$ cat config.mk
export PLATFORM = sky130hd
export DESIGN_NAME = heading_error_angle_flat
export DESIGN_NICKNAME = d
export VERILOG_FILES = /design/src/rtl/hea_pkg.sv /design/src/rtl/hea_if.sv /design/src/rtl/hea_prep.sv /design/src/rtl/hea_cordic_stage.sv /design/src/rtl/hea_post.sv /design/src/rtl/heading_error_angle.sv /design/src/flat_wrapper.sv
export SDC_FILE = /design/constraint.sdc
export NUM_CORES = 2
export LEC_CHECK = 0
export BUFFER_PORTS_ARGS = -buffer_cell sky130_fd_sc_hd__buf_2
export CAP_MARGIN = 30
export CORE_ASPECT_RATIO = 0.7
export CORE_MARGIN = 1
export CORE_UTILIZATION = 57
export CTS_CLUSTER_SIZE = 30
export DETAILED_ROUTE_END_ITERATION = 7
export GPL_TIMING_DRIVEN = 1
export PLACE_DENSITY = 0.83
export SYNTH_ARGS = -nofsm -noshare
export SYNTH_HDL_FRONTEND = slang
export SYNTH_SLANG_ARGS = --single-unit
$ cat constraint.sdc
create_clock -name clk -period 11.68 [get_ports clk]
set_input_delay 2.92 -clock clk [delete_from_list [all_inputs] [get_ports clk]]
set_output_delay 2.92 -clock clk [all_outputs]
set_load 0.05 [all_outputs]
$ cat src/rtl/hea_pkg.sv
// Shared types and constants for the heading error angle pipeline.
// No dependencies; every other file of the block imports this package.
`timescale 1ns / 1ps

package hea_pkg;

  // Port field widths
  localparam int ANG_W = 16;   // heading and direction angle, 1/128 degree
  localparam int CRD_W = 16;   // target coordinates
  localparam int OUT_W = 17;   // control angle

  // Internal CORDIC widths: 16 bit coordinates scaled by 2^12, pre-rotation
  // negation and CORDIC gain stay well inside 31 bits; the angle
  // accumulator (1/65536 degree) stays below 200 degrees.
  localparam int COORD_SH = 12;
  localparam int XY_W     = 31;
  localparam int Z_W      = 26;

  localparam int ATAN_LEN = 24;
  localparam int IDX_W    = 5;

  // Angle constants
  localparam int DEG90_ACC  = 5898240;  // 90 degrees in 1/65536
  localparam int DEG90_OUT  = 11520;    // 90 degrees in 1/128
  localparam int DEG180_OUT = 23040;
  localparam int DEG360_OUT = 46080;
  localparam int ACC_SH     = 9;        // 1/65536 -> 1/128
  localparam int ROUND_HALF = 256;      // half of one output step

  // One beat as it moves down the pipeline
  typedef struct packed {
    logic signed [XY_W-1:0]  x;
    logic signed [XY_W-1:0]  y;
    logic signed [Z_W-1:0]   z;
    logic signed [ANG_W-1:0] dir;
    logic                    degen;
  } stage_t;

  // atan(2^-idx) in 1/65536 degree, rounded to nearest
  function automatic logic signed [Z_W-1:0] atan_q16(input logic [IDX_W-1:0] idx);
    logic signed [Z_W-1:0] val;
    case (idx)
      5'd0:    val = Z_W'(2949120);
      5'd1:    val = Z_W'(1740967);
      5'd2:    val = Z_W'(919879);
      5'd3:    val = Z_W'(466945);
      5'd4:    val = Z_W'(234379);
      5'd5:    val = Z_W'(117304);
      5'd6:    val = Z_W'(58666);
      5'd7:    val = Z_W'(29335);
      5'd8:    val = Z_W'(14668);
      5'd9:    val = Z_W'(7334);
      5'd10:   val = Z_W'(3667);
      5'd11:   val = Z_W'(1833);
      5'd12:   val = Z_W'(917);
      5'd13:   val = Z_W'(458);
      5'd14:   val = Z_W'(229);
      5'd15:   val = Z_W'(115);
      5'd16:   val = Z_W'(57);
      5'd17:   val = Z_W'(29);
      5'd18:   val = Z_W'(14);
      5'd19:   val = Z_W'(7);
      5'd20:   val = Z_W'(4);
      5'd21:   val = Z_W'(2);
      5'd22:   val = Z_W'(1);
      default: val = '0;
    endcase
    return val;
  endfunction

endpackage

$ cat src/rtl/hea_if.sv
// Valid/ready channel interfaces for the input and result beats.
// Depends on hea_pkg for field widths.
`timescale 1ns / 1ps

interface hea_in_if;
  import hea_pkg::*;
  logic                    valid;
  logic                    ready;
  logic signed [ANG_W-1:0] heading;
  logic signed [CRD_W-1:0] tgt_x;
  logic signed [CRD_W-1:0] tgt_y;

  modport source (output valid, output heading, output tgt_x, output tgt_y,
                  input ready);
  modport sink   (input valid, input heading, input tgt_x, input tgt_y,
                  output ready);
endinterface

interface hea_out_if;
  import hea_pkg::*;
  logic                    valid;
  logic                    ready;
  logic signed [OUT_W-1:0] control_angle;
  logic                    degenerate;

  modport source (output valid, output control_angle, output degenerate,
                  input ready);
  modport sink   (input valid, input control_angle, input degenerate,
                  output ready);
endinterface

$ cat src/rtl/hea_prep.sv
// Entry stage: direction angle from heading, quadrant pre-rotation and
// coordinate scaling into the CORDIC format. Depends on hea_pkg.
`timescale 1ns / 1ps

module hea_prep (
  input  logic                           clk,
  input  logic                           rst_n,
  input  logic                           up_valid,
  output logic                           up_ready,
  input  logic signed [hea_pkg::ANG_W-1:0] heading,
  input  logic signed [hea_pkg::CRD_W-1:0] tgt_x,
  input  logic signed [hea_pkg::CRD_W-1:0] tgt_y,
  output logic                           dn_valid,
  input  logic                           dn_ready,
  output hea_pkg::stage_t                dn_data
);
  import hea_pkg::*;

  logic                    valid_r;
  stage_t                  data_r;
  stage_t                  data_nxt;
  logic signed [XY_W-1:0]  xs;
  logic signed [XY_W-1:0]  ys;
  logic signed [OUT_W-1:0] d_wide;

  // Scale coordinates by 2^COORD_SH
  assign xs = {{(XY_W-CRD_W-COORD_SH){tgt_x[CRD_W-1]}}, tgt_x, {COORD_SH{1'b0}}};
  assign ys = {{(XY_W-CRD_W-COORD_SH){tgt_y[CRD_W-1]}}, tgt_y, {COORD_SH{1'b0}}};

  always_comb begin
    // Direction angle: 90 minus heading, wrapped once into (-180, 180]
    d_wide = OUT_W'(DEG90_OUT) - {heading[ANG_W-1], heading};
    if (d_wide > OUT_W'(DEG180_OUT)) begin
      d_wide = d_wide - OUT_W'(DEG360_OUT);
    end

    // Left half plane: rotate into the right half, seed the accumulator
    data_nxt.x = xs;
    data_nxt.y = ys;
    data_nxt.z = '0;
    if (tgt_x[CRD_W-1]) begin
      if (!tgt_y[CRD_W-1]) begin
        data_nxt.x = ys;
        data_nxt.y = -xs;
        data_nxt.z = Z_W'(DEG90_ACC);
      end else begin
        data_nxt.x = -ys;
        data_nxt.y = xs;
        data_nxt.z = -Z_W'(DEG90_ACC);
      end
    end
    data_nxt.dir   = d_wide[ANG_W-1:0];
    data_nxt.degen = (tgt_x == '0) && (tgt_y == '0);
  end

  // Advance when empty or downstream takes the held beat
  assign up_ready = !valid_r || dn_ready;

  always_ff @(posedge clk) begin
    if (!rst_n) begin
      valid_r <= 1'b0;
    end else if (up_ready) begin
      valid_r <= up_valid;
    end
  end

  always_ff @(posedge clk) begin
    if (up_ready && up_valid) begin
      data_r <= data_nxt;
    end
  end

  assign dn_valid = valid_r;
  assign dn_data  = data_r;

endmodule

$ cat src/rtl/hea_cordic_stage.sv
// One registered CORDIC vectoring iteration with a fixed shift index.
// Depends on hea_pkg for the beat type and the arctangent table.
`timescale 1ns / 1ps

module hea_cordic_stage #(
  parameter int unsigned STAGE_IDX = 0
) (
  input  logic            clk,
  input  logic            rst_n,
  input  logic            up_valid,
  output logic            up_ready,
  input  hea_pkg::stage_t up_data,
  output logic            dn_valid,
  input  logic            dn_ready,
  output hea_pkg::stage_t dn_data
);
  import hea_pkg::*;

  logic                   valid_r;
  stage_t                 data_r;
  stage_t                 data_nxt;
  logic signed [XY_W-1:0] dx;
  logic signed [XY_W-1:0] dy;
  logic signed [Z_W-1:0]  step_ang;

  // Arithmetic shifts round toward minus infinity
  assign dx       = $signed(up_data.y) >>> STAGE_IDX;
  assign dy       = $signed(up_data.x) >>> STAGE_IDX;
  assign step_ang = atan_q16(IDX_W'(STAGE_IDX));

  // Rotate toward the x axis; accumulate the angle taken
  always_comb begin
    data_nxt = up_data;
    if (!up_data.y[XY_W-1]) begin
      data_nxt.x = up_data.x + dx;
      data_nxt.y = up_data.y - dy;
      data_nxt.z = up_data.z + step_ang;
    end else begin
      data_nxt.x = up_data.x - dx;
      data_nxt.y = up_data.y + dy;
      data_nxt.z = up_data.z - step_ang;
    end
  end

  assign up_ready = !valid_r || dn_ready;

  always_ff @(posedge clk) begin
    if (!rst_n) begin
      valid_r <= 1'b0;
    end else if (up_ready) begin
      valid_r <= up_valid;
    end
  end

  always_ff @(posedge clk) begin
    if (up_ready && up_valid) begin
      data_r <= data_nxt;
    end
  end

  assign dn_valid = valid_r;
  assign dn_data  = data_r;

endmodule

$ cat src/rtl/hea_post.sv
// Output stage: round and clamp the bearing, subtract it from the direction
// angle and hold the result beat. Depends on hea_pkg.
`timescale 1ns / 1ps

module hea_post (
  input  logic                             clk,
  input  logic                             rst_n,
  input  logic                             up_valid,
  output logic                             up_ready,
  input  hea_pkg::stage_t                  up_data,
  output logic                             dn_valid,
  input  logic                             dn_ready,
  output logic signed [hea_pkg::OUT_W-1:0] control_angle,
  output logic                             degenerate
);
  import hea_pkg::*;

  logic                    valid_r;
  logic signed [OUT_W-1:0] angle_r;
  logic                    degen_r;
  logic signed [OUT_W-1:0] angle_nxt;
  logic signed [Z_W-1:0]   z_sum;
  logic signed [Z_W-1:0]   bear;

  always_comb begin
    // Round accumulator to 1/128 degree, halves up
    z_sum = up_data.z + Z_W'(ROUND_HALF);
    bear  = z_sum >>> ACC_SH;
    // Clamp bearing to +-180
    if (bear > Z_W'(DEG180_OUT)) begin
      bear = Z_W'(DEG180_OUT);
    end else if (bear < -Z_W'(DEG180_OUT)) begin
      bear = -Z_W'(DEG180_OUT);
    end
    angle_nxt = {up_data.dir[ANG_W-1], up_data.dir} - bear[OUT_W-1:0];
    // Zero target has no bearing
    if (up_data.degen) begin
      angle_nxt = '0;
    end
  end

  assign up_ready = !valid_r || dn_ready;

  always_ff @(posedge clk) begin
    if (!rst_n) begin
      valid_r <= 1'b0;
    end else if (up_ready) begin
      valid_r <= up_valid;
    end
  end

  always_ff @(posedge clk) begin
    if (up_ready && up_valid) begin
      angle_r <= angle_nxt;
      degen_r <= up_data.degen;
    end
  end

  assign dn_valid      = valid_r;
  assign control_angle = angle_r;
  assign degenerate    = degen_r;

endmodule

$ cat src/rtl/heading_error_angle.sv
// Top level of the heading error angle pipeline.
// Depends on hea_pkg, hea_if, hea_prep, hea_cordic_stage and hea_post.
`timescale 1ns / 1ps
//
// Usage:
//   in_ch  carries one beat per target: heading (1/128 degree, clockwise from
//          the y axis) and tgt_x / tgt_y offsets.
//   out_ch returns one beat per input beat, in order: control_angle is the
//          direction angle (90 degrees minus heading, wrapped) minus the
//          target bearing atan2(y, x), in 1/128 degree and not rewrapped.
//          degenerate marks a zero target vector; control_angle is then 0.
// Registers: entry register, one register per CORDIC iteration, output
//   register.
// Throughput: one beat per cycle unless out_ch stalls. Every stage is an
//   unrolled iteration copy with its own valid bit; items never share a unit.
// Stall: each stage holds its beat while the stage after it is full and
//   not draining; empty stages keep filling, so bubbles close up. in_ch.ready
//   falls only once the whole pipeline is full behind a stalled out_ch.
// Reset: synchronous, active low; clears all valid bits, not the data.
//
module heading_error_angle #(
  parameter int CORDIC_ITERATIONS = 16
) (
  input logic       clk,
  input logic       rst_n,
  hea_in_if.sink    in_ch,
  hea_out_if.source out_ch
);
  import hea_pkg::*;

  localparam int N_STG = (CORDIC_ITERATIONS < ATAN_LEN) ? CORDIC_ITERATIONS : ATAN_LEN;

  stage_t pipe_data  [0:N_STG];
  logic   pipe_valid [0:N_STG];
  logic   pipe_ready [0:N_STG];

  // Entry stage
  hea_prep u_prep (
    .clk      (clk),
    .rst_n    (rst_n),
    .up_valid (in_ch.valid),
    .up_ready (in_ch.ready),
    .heading  (in_ch.heading),
    .tgt_x    (in_ch.tgt_x),
    .tgt_y    (in_ch.tgt_y),
    .dn_valid (pipe_valid[0]),
    .dn_ready (pipe_ready[0]),
    .dn_data  (pipe_data[0])
  );

  // Unrolled CORDIC iterations
  for (genvar g = 0; g < N_STG; g++) begin : g_stage
    hea_cordic_stage #(
      .STAGE_IDX (g)
    ) u_stage (
      .clk      (clk),
      .rst_n    (rst_n),
      .up_valid (pipe_valid[g]),
      .up_ready (pipe_ready[g]),
      .up_data  (pipe_data[g]),
      .dn_valid (pipe_valid[g+1]),
      .dn_ready (pipe_ready[g+1]),
      .dn_data  (pipe_data[g+1])
    );
  end

  // Result stage
  hea_post u_post (
    .clk           (clk),
    .rst_n         (rst_n),
    .up_valid      (pipe_valid[N_STG]),
    .up_ready      (pipe_ready[N_STG]),
    .up_data       (pipe_data[N_STG]),
    .dn_valid      (out_ch.valid),
    .dn_ready      (out_ch.ready),
    .control_angle (out_ch.control_angle),
    .degenerate    (out_ch.degenerate)
  );

  // A degenerate beat always carries a zero angle
  a_degen_zero: assert property (@(posedge clk) disable iff (!rst_n)
    out_ch.valid && out_ch.degenerate |-> out_ch.control_angle == '0)
    else $error("degenerate beat with nonzero control_angle");

  // Result stays within the unwrapped difference range
  a_angle_range: assert property (@(posedge clk) disable iff (!rst_n)
    out_ch.valid |-> (out_ch.control_angle >= -OUT_W'(DEG360_OUT - 1)) &&
                     (out_ch.control_angle <= OUT_W'(DEG360_OUT)))
    else $error("control_angle out of range");

  // An empty output register never blocks the input
  a_ready_when_empty: assert property (@(posedge clk) disable iff (!rst_n)
    !out_ch.valid |-> in_ch.ready)
    else $error("input stalled while output register empty");

  // The entry stage fills on an accepted beat
  a_entry_fill: assert property (@(posedge clk) disable iff (!rst_n)
    in_ch.valid && in_ch.ready |=> pipe_valid[0])
    else $error("accepted beat lost at entry stage");

endmodule
$ cat src/flat_wrapper.sv
// flat-port wrapper written by rule: the top's interface ports become plain ports
module heading_error_angle_flat import hea_pkg::*;
#(
  parameter int CORDIC_ITERATIONS = 16
)
  (clk, rst_n, in_ch_valid, in_ch_heading, in_ch_tgt_x, in_ch_tgt_y, in_ch_ready, out_ch_valid, out_ch_control_angle, out_ch_degenerate, out_ch_ready);
  hea_in_if in_ch_i ();
  hea_out_if out_ch_i ();
  input logic clk;
  input logic rst_n;
  input wire logic [$bits(in_ch_i.valid)-1:0] in_ch_valid;
  input wire logic [$bits(in_ch_i.heading)-1:0] in_ch_heading;
  input wire logic [$bits(in_ch_i.tgt_x)-1:0] in_ch_tgt_x;
  input wire logic [$bits(in_ch_i.tgt_y)-1:0] in_ch_tgt_y;
  output wire logic [$bits(in_ch_i.ready)-1:0] in_ch_ready;
  output wire logic [$bits(out_ch_i.valid)-1:0] out_ch_valid;
  output wire logic [$bits(out_ch_i.control_angle)-1:0] out_ch_control_angle;
  output wire logic [$bits(out_ch_i.degenerate)-1:0] out_ch_degenerate;
  input wire logic [$bits(out_ch_i.ready)-1:0] out_ch_ready;
  assign in_ch_i.valid = in_ch_valid;
  assign in_ch_i.heading = in_ch_heading;
  assign in_ch_i.tgt_x = in_ch_tgt_x;
  assign in_ch_i.tgt_y = in_ch_tgt_y;
  assign in_ch_ready = in_ch_i.ready;
  assign out_ch_valid = out_ch_i.valid;
  assign out_ch_control_angle = out_ch_i.control_angle;
  assign out_ch_degenerate = out_ch_i.degenerate;
  assign out_ch_i.ready = out_ch_ready;
  heading_error_angle #(.CORDIC_ITERATIONS(CORDIC_ITERATIONS)) u_core (.clk(clk), .rst_n(rst_n), .in_ch(in_ch_i), .out_ch(out_ch_i));
endmodule
Word-level counts from Yosys, hierarchy flattened. Index checks and enable logic that the tools add are counted.

Register bits: 1728. Input port bits: 52. Output and inout port bits: 20. Word-level logic and storage cells: 285.

$add $sub $neg: 97. Magnitude comparators: 3. Multiplexer cells: 21. Bitwise operators: 1. Reduce and logical (&&, ||, !) cells: 59.

Operator list (count): 88-bit two-way mux (15); 84-bit two-way mux (2); 31-bit by 17-bit adder with 31-bit output (2); 31-bit by 18-bit adder with 31-bit output (2); 31-bit by 19-bit adder with 31-bit output (2); 31-bit by 20-bit adder with 31-bit output (2); 31-bit by 21-bit adder with 31-bit output (2); 31-bit by 22-bit adder with 31-bit output (2); 31-bit by 23-bit adder with 31-bit output (2); 31-bit by 24-bit adder with 31-bit output (2); 31-bit by 25-bit adder with 31-bit output (2); 31-bit by 26-bit adder with 31-bit output (2); 31-bit by 27-bit adder with 31-bit output (2); 31-bit by 28-bit adder with 31-bit output (2); 31-bit by 29-bit adder with 31-bit output (2); 31-bit by 30-bit adder with 31-bit output (2); 28-bit negation with 31-bit output (2); 31-bit by 17-bit subtractor with 31-bit output (2); 31-bit by 18-bit subtractor with 31-bit output (2); 31-bit by 19-bit subtractor with 31-bit output (2); 31-bit by 20-bit subtractor with 31-bit output (2); 31-bit by 21-bit subtractor with 31-bit output (2); 31-bit by 22-bit subtractor with 31-bit output (2); 31-bit by 23-bit subtractor with 31-bit output (2); 56 further kinds (120).

Depth between registers and ports, before layout.
Depth after elaboration: 20. Depth in mapped cells: 24. Mapped depth without buffers: 23.

Hierarchy. A second synthesis with hierarchy kept.

Cells, all modules: 15530. Area, all modules: 147301.3 sq um.

Modules (own cells, without submodules): hea_cordic_stage at u_core.g_stage[3].u_stage (instances 1, cells each 1007, area each 9267.6 sq um, sequential area each 3173.0 sq um); hea_cordic_stage at u_core.g_stage[2].u_stage (instances 1, cells each 979, area each 9137.5 sq um, sequential area each 3173.0 sq um); hea_cordic_stage at u_core.g_stage[1].u_stage (instances 1, cells each 947, area each 9076.2 sq um, sequential area each 3173.0 sq um); hea_cordic_stage at u_core.g_stage[4].u_stage (instances 1, cells each 964, area each 9016.1 sq um, sequential area each 3173.0 sq um); hea_cordic_stage at u_core.g_stage[6].u_stage (instances 1, cells each 956, area each 8979.9 sq um, sequential area each 3173.0 sq um); hea_cordic_stage at u_core.g_stage[13].u_stage (instances 1, cells each 928, area each 8964.8 sq um, sequential area each 3173.0 sq um); hea_cordic_stage at u_core.g_stage[14].u_stage (instances 1, cells each 946, area each 8843.5 sq um, sequential area each 3173.0 sq um); hea_cordic_stage at u_core.g_stage[12].u_stage (instances 1, cells each 948, area each 8832.2 sq um, sequential area each 3173.0 sq um); hea_cordic_stage at u_core.g_stage[5].u_stage (instances 1, cells each 903, area each 8753.4 sq um, sequential area each 3173.0 sq um); hea_cordic_stage at u_core.g_stage[0].u_stage (instances 1, cells each 945, area each 8743.4 sq um, sequential area each 3143.0 sq um); hea_cordic_stage at u_core.g_stage[9].u_stage (instances 1, cells each 905, area each 8732.1 sq um, sequential area each 3173.0 sq um); hea_cordic_stage at u_core.g_stage[7].u_stage (instances 1, cells each 883, area each 8683.3 sq um, sequential area each 3173.0 sq um); hea_cordic_stage at u_core.g_stage[10].u_stage (instances 1, cells each 922, area each 8674.6 sq um, sequential area each 3173.0 sq um); hea_cordic_stage at u_core.g_stage[15].u_stage (instances 1, cells each 887, area each 8540.7 sq um, sequential area each 3173.0 sq um); +4 rows.

Worst setup path after synthesis. No wires, ideal clock.

Path type: input-to-reg. From: in out_ch_ready. To: reg u_core.g_stage[7].u_stage.data_r, in the netlist u_core.g_stage[7].u_stage.dn_data[0], enable pin. Setup time: 0.726 ns. Arrival: 11.393 ns. Slack: -0.439 ns. Stages: 6. Path buffers: 0. Cells stage by stage: nor2b_1 -> and3_1 -> and3_1 -> and3_1 -> and3_1 -> a21boi_0.

Cells in the longest elaborated chain, start to end: 11.

RTL lines: start: declaration (line flat_wrapper.sv:19) `input wire logic [$bits(out_ch_i.ready)-1:0] out_ch_ready;`; 1-bit logical OR (line hea_post.sv:42) `assign up_ready = !valid_r || dn_ready;`; 1-bit logical OR (9 in series) (line hea_cordic_stage.sv:45) `assign up_ready = !valid_r || dn_ready;`; 1-bit logical AND (line hea_cordic_stage.sv:56) `if (up_ready && up_valid) begin`; end signal: assignment (line hea_cordic_stage.sv:57) `data_r <= data_nxt;`; end: declaration (line hea_cordic_stage.sv:20) `stage_t data_r;`.

No other way between the ends. A chain may end at the register's enable or synchronous reset.

Final worst setup path.
From: in out_ch_ready. To: out in_ch_ready.

Cells in the longest elaborated chain, start to end: 18.

RTL lines: 1-bit logical OR (line hea_post.sv:42); 1-bit logical OR (16 in series) (line hea_cordic_stage.sv:45); 1-bit logical OR (line hea_prep.sv:57) `assign up_ready = !valid_r || dn_ready;`; end: declaration (line flat_wrapper.sv:15) `output wire logic [$bits(in_ch_i.ready)-1:0] in_ch_ready;`.

No other way between the ends.

==> flow_summary.yaml <==
yosys:
  yosysTopAreaCell: "edfxtp_1"
  async_reset_ff_share_pct: 0
  syn_avg_cell_area_sq_um: 10.1
  synth_compound_area_share_pct: 16.9
  synth_top_family_by_area: "compound AO/OA/AOI/OAI gates"
  yosys_warnings: 0
  syn_inst: 10900
  ys_ff_latch: 1499
  synth_top_cells_by_area: "edfxtp_1 40%, ha_1 13%, xnor2_1 8.1%, a21oi_1 5.0%, xor2_1 4.2%"
  syn_area_sq_um: 110000
  synth.area.mux_share_pct: 0.495
  synth_ff_type: "edfxtp_1"
  synth_cell_types: 107
  synth_edf_count: 1481
  yosysTopAreaCellShare_pct: 40.4
  synth-simple-area-share_pct: 13.3
  synth_xor_area_share_pct: 12.3
  ys_seq_area_share_pct: 40.8
  synthAdderAreaFrac_pct: 14.0
setup_path:
  crit_path_end_kind: "output port"
  start_kind: "input port"
  crit_required_ns: 8.76
  arrival_ns: 5.86
  worstSetupPathType: "in -> out"
  critPathMaxFanout: 6
  r2r_end: "u_core.u_post.control_angle[15]"
  reg2reg_slack_ns: 6.02
  worstRegToRegCells: 20
  r2r-start: "u_core.g_stage[15].u_stage.dn_data[26]"
finish:
  fill_cells: 15000
  nets: 12300
  final_util_pct: 62.1
  layout_common_cells: "1481 x edfxtp_1, 1179 x ha_1, 1101 x a21oi_1"
  layout-drive-gt1-share_pct: 4.81
  area_delta_synth_final_pct: 7.91
  diodes: 0
  layout_commonest_cell: "edfxtp_1"
  layoutNonFillerInstCount: 13700
run_status:
  status: "completed"
min_path:
  hold_start: "u_core.g_stage[2].u_stage.dn_data[7]"
  worstHoldEndpoint: "u_core.g_stage[3].u_stage.dn_data[7]"
  holdPathStages: 0
  hold_class: "reg -> reg"
clocking:
  path_clk_slew_ns: 0.06
  cts_setup_buffers: 0
  cts_hold_buf: 0
  htreeDepth: 4
  cts.sinks: 1499
  cts_root_buffer: "clkbuf_16"
  clock_latency_ns: 0.85
  cts_resized: 0
  cts_tree: "yes"
  cts_buffer_depth: 4
  cts_buffers: 159
route:
  vias: 84800
  drtIter0Drc: 8268
  wl_per_cell_um: 20.2
  drt_pass1_iterations: 6
  wl_um: 276000
  drc: 0
  postRouteAntennaNets: 0
  avgViaCountPerCell: 6.20
placed_design:
  hpwlAfterDp_um: 215000
  gp_congestion: 0.975
  dp_cells: 13400
  io_buffers: 71
  post-place-ws_ns: 2.97
timing:
  slew_violations: 0
  setup_violations: 0
  period_share_pct: 75.2
  setup_tns_ns: 0
  hold_viol: 0
  layout_min_cycle_time_ns: 8.78
  rsz0062_at_grt: "no"
  setup_slack_ns: 2.90
  fmax_mhz: 114
  finClkSkew_ns: 0.0858
  slew_headroom_pct: 33.0
  tightest_slew_ns: 0.979
floorplan:
  die_h_um: 370
  num_io_pins: 72
  fp.dieArea_sq_um: 195000
  die_w_um: 527
  core_region_area_sq_um: 191000
  start_util_pct: 57.5
  placementRows: 134
flow_run:
  cap_violations: 0
grt:
  grt_max_degree: 73
  grt_usage_pct: 27.6
  grt_pass1_vias: 80100
  grt_pass1_wl_um: 433000
  antenna_found_initial: 8
  overflow: 0
pwr:
  p_per_area_nw_per_um2: 104
  p_seq_share_pct: 49.1
  p_leak_nw: 46.8
  power_frac_clock_pct: 41.7
  power_switching_share_pct: 23.7
  total_power_w: 0.0123
  ir_worst_vdd_v: 0.000122
  intPower_w: 0.00941
  power_switching_w: 0.00293
  p_comb_share_pct: 9.2
## registers in the layout, indices dropped and copies added (netlist names)
register / cells
u_core.g_stage.u_stage.dn_data: 1405
u_core.g_stage.u_stage.dn_valid: 16
u_core.u_post.control_angle: 17
u_core.u_post.degenerate: 1
u_core.u_post.dn_valid: 1
u_core.u_prep.dn_data: 58
u_core.u_prep.dn_valid: 1
## synthesized netlist by cell type, types with 145 or more instances
| library cell | number |
|---|---|
| o21ai_0 | 388 |
| o21a_1 | 145 |
| nand2b_1 | 152 |
| nor3_1 | 356 |
| edfxtp_1 | 1481 |
| a21o_1 | 361 |
| nor2_1 | 1006 |
| nand3_1 | 194 |
| xor2_1 | 527 |
| xnor2_1 | 1022 |
| nand2_1 | 574 |
| ha_1 | 1179 |
| a21oi_1 | 1101 |
| inv_1 | 473 |
## per-layer routing
metal | global-route usage [%] | vias to the layer above | part of all wire, %
li1 | - | 40600 | -
met1 | 39.7 | 40500 | 45
met2 | 42.6 | 3226 | 43
met3 | 4.98 | 506 | 8.8
met4 | 7.62 | 6 | 2.8
met5 | 0 | - | 0.011
## how the worst max path moves through the flow
stage	end	slack, ns	cells after the start	start
after CTS	in_ch_ready	2.89	9	out_ch_ready
after global placement	in_ch_ready	3.06	9	out_ch_ready
after global routing	in_ch_ready	2.72	9	out_ch_ready
after floorplan	u_core.g_stage[2].u_stage.dn_data[0]	0.84	7	out_ch_ready
after detailed placement	in_ch_ready	2.97	9	out_ch_ready
final	in_ch_ready	2.90	9	out_ch_ready
## cell type report
class	count	area (sq um)	area share [%]
multi-input cells	8775	62900	53.0
clock inverters	87	1010	0.852
inverters	477	1790	1.51
repair buffers	130	796	0.671
well taps	2516	3150	2.65
flip-flops and latches	1499	44800	37.8
clock buffers	190	4170	3.51
## critical path: stages
cell     delay [ns]
buf_2          0.10
nor2b_1        0.39
and3_1         0.43
and3_1         0.38
nand2_1        0.14
nor3_1         0.51
and4_1         0.54
nand3_1        0.18
buf_2          0.25
## power groups by stage
| stage | registers [W] | logic, W | clock network [W] |
|---|---|---|---|
| 4_1_cts | 0.00606 | 0.00111 | 0.00523 |
| 3_3_place_gp | 0.00617 | 0.00106 | 0 |
| 3_5_place_dp | 0.00617 | 0.00109 | 0 |
| 2_1_floorplan | 0.00614 | 0.000812 | 0 |
| 5_1_grt | 0.00606 | 0.00124 | 0.00542 |
| 6_report | 0.00606 | 0.00114 | 0.00514 |
## cell families (layout without fill, tap and decap cells)
| group | after synthesis | after routing |
|---|---|---|
| other | 1 | 3 |
| XOR/XNOR | 1549 | 1549 |
| AO/OA/AOI/OAI | 2917 | 2917 |
| multiplexers | 51 | 51 |
| buffers and inverters | 632 | 884 |
| AND/OR/NAND/NOR | 3043 | 3043 |
| flip-flops | 1499 | 1499 |
| adder cells (fa/ha/maj) | 1212 | 1212 |
## per-stage QoR
step / hold WS (ns) / cell area [sq um]
3_5_place_dp: 0.405 / 113000
5_1_grt: 0.396 / 119000
6_report: 0.387 / 119000
4_1_cts: 0.371 / 119000
2_1_floorplan: 0.400 / 110000
3_3_place_gp: 0.400 / 113000
Note: power is estimated with default switching activity, not from simulation.
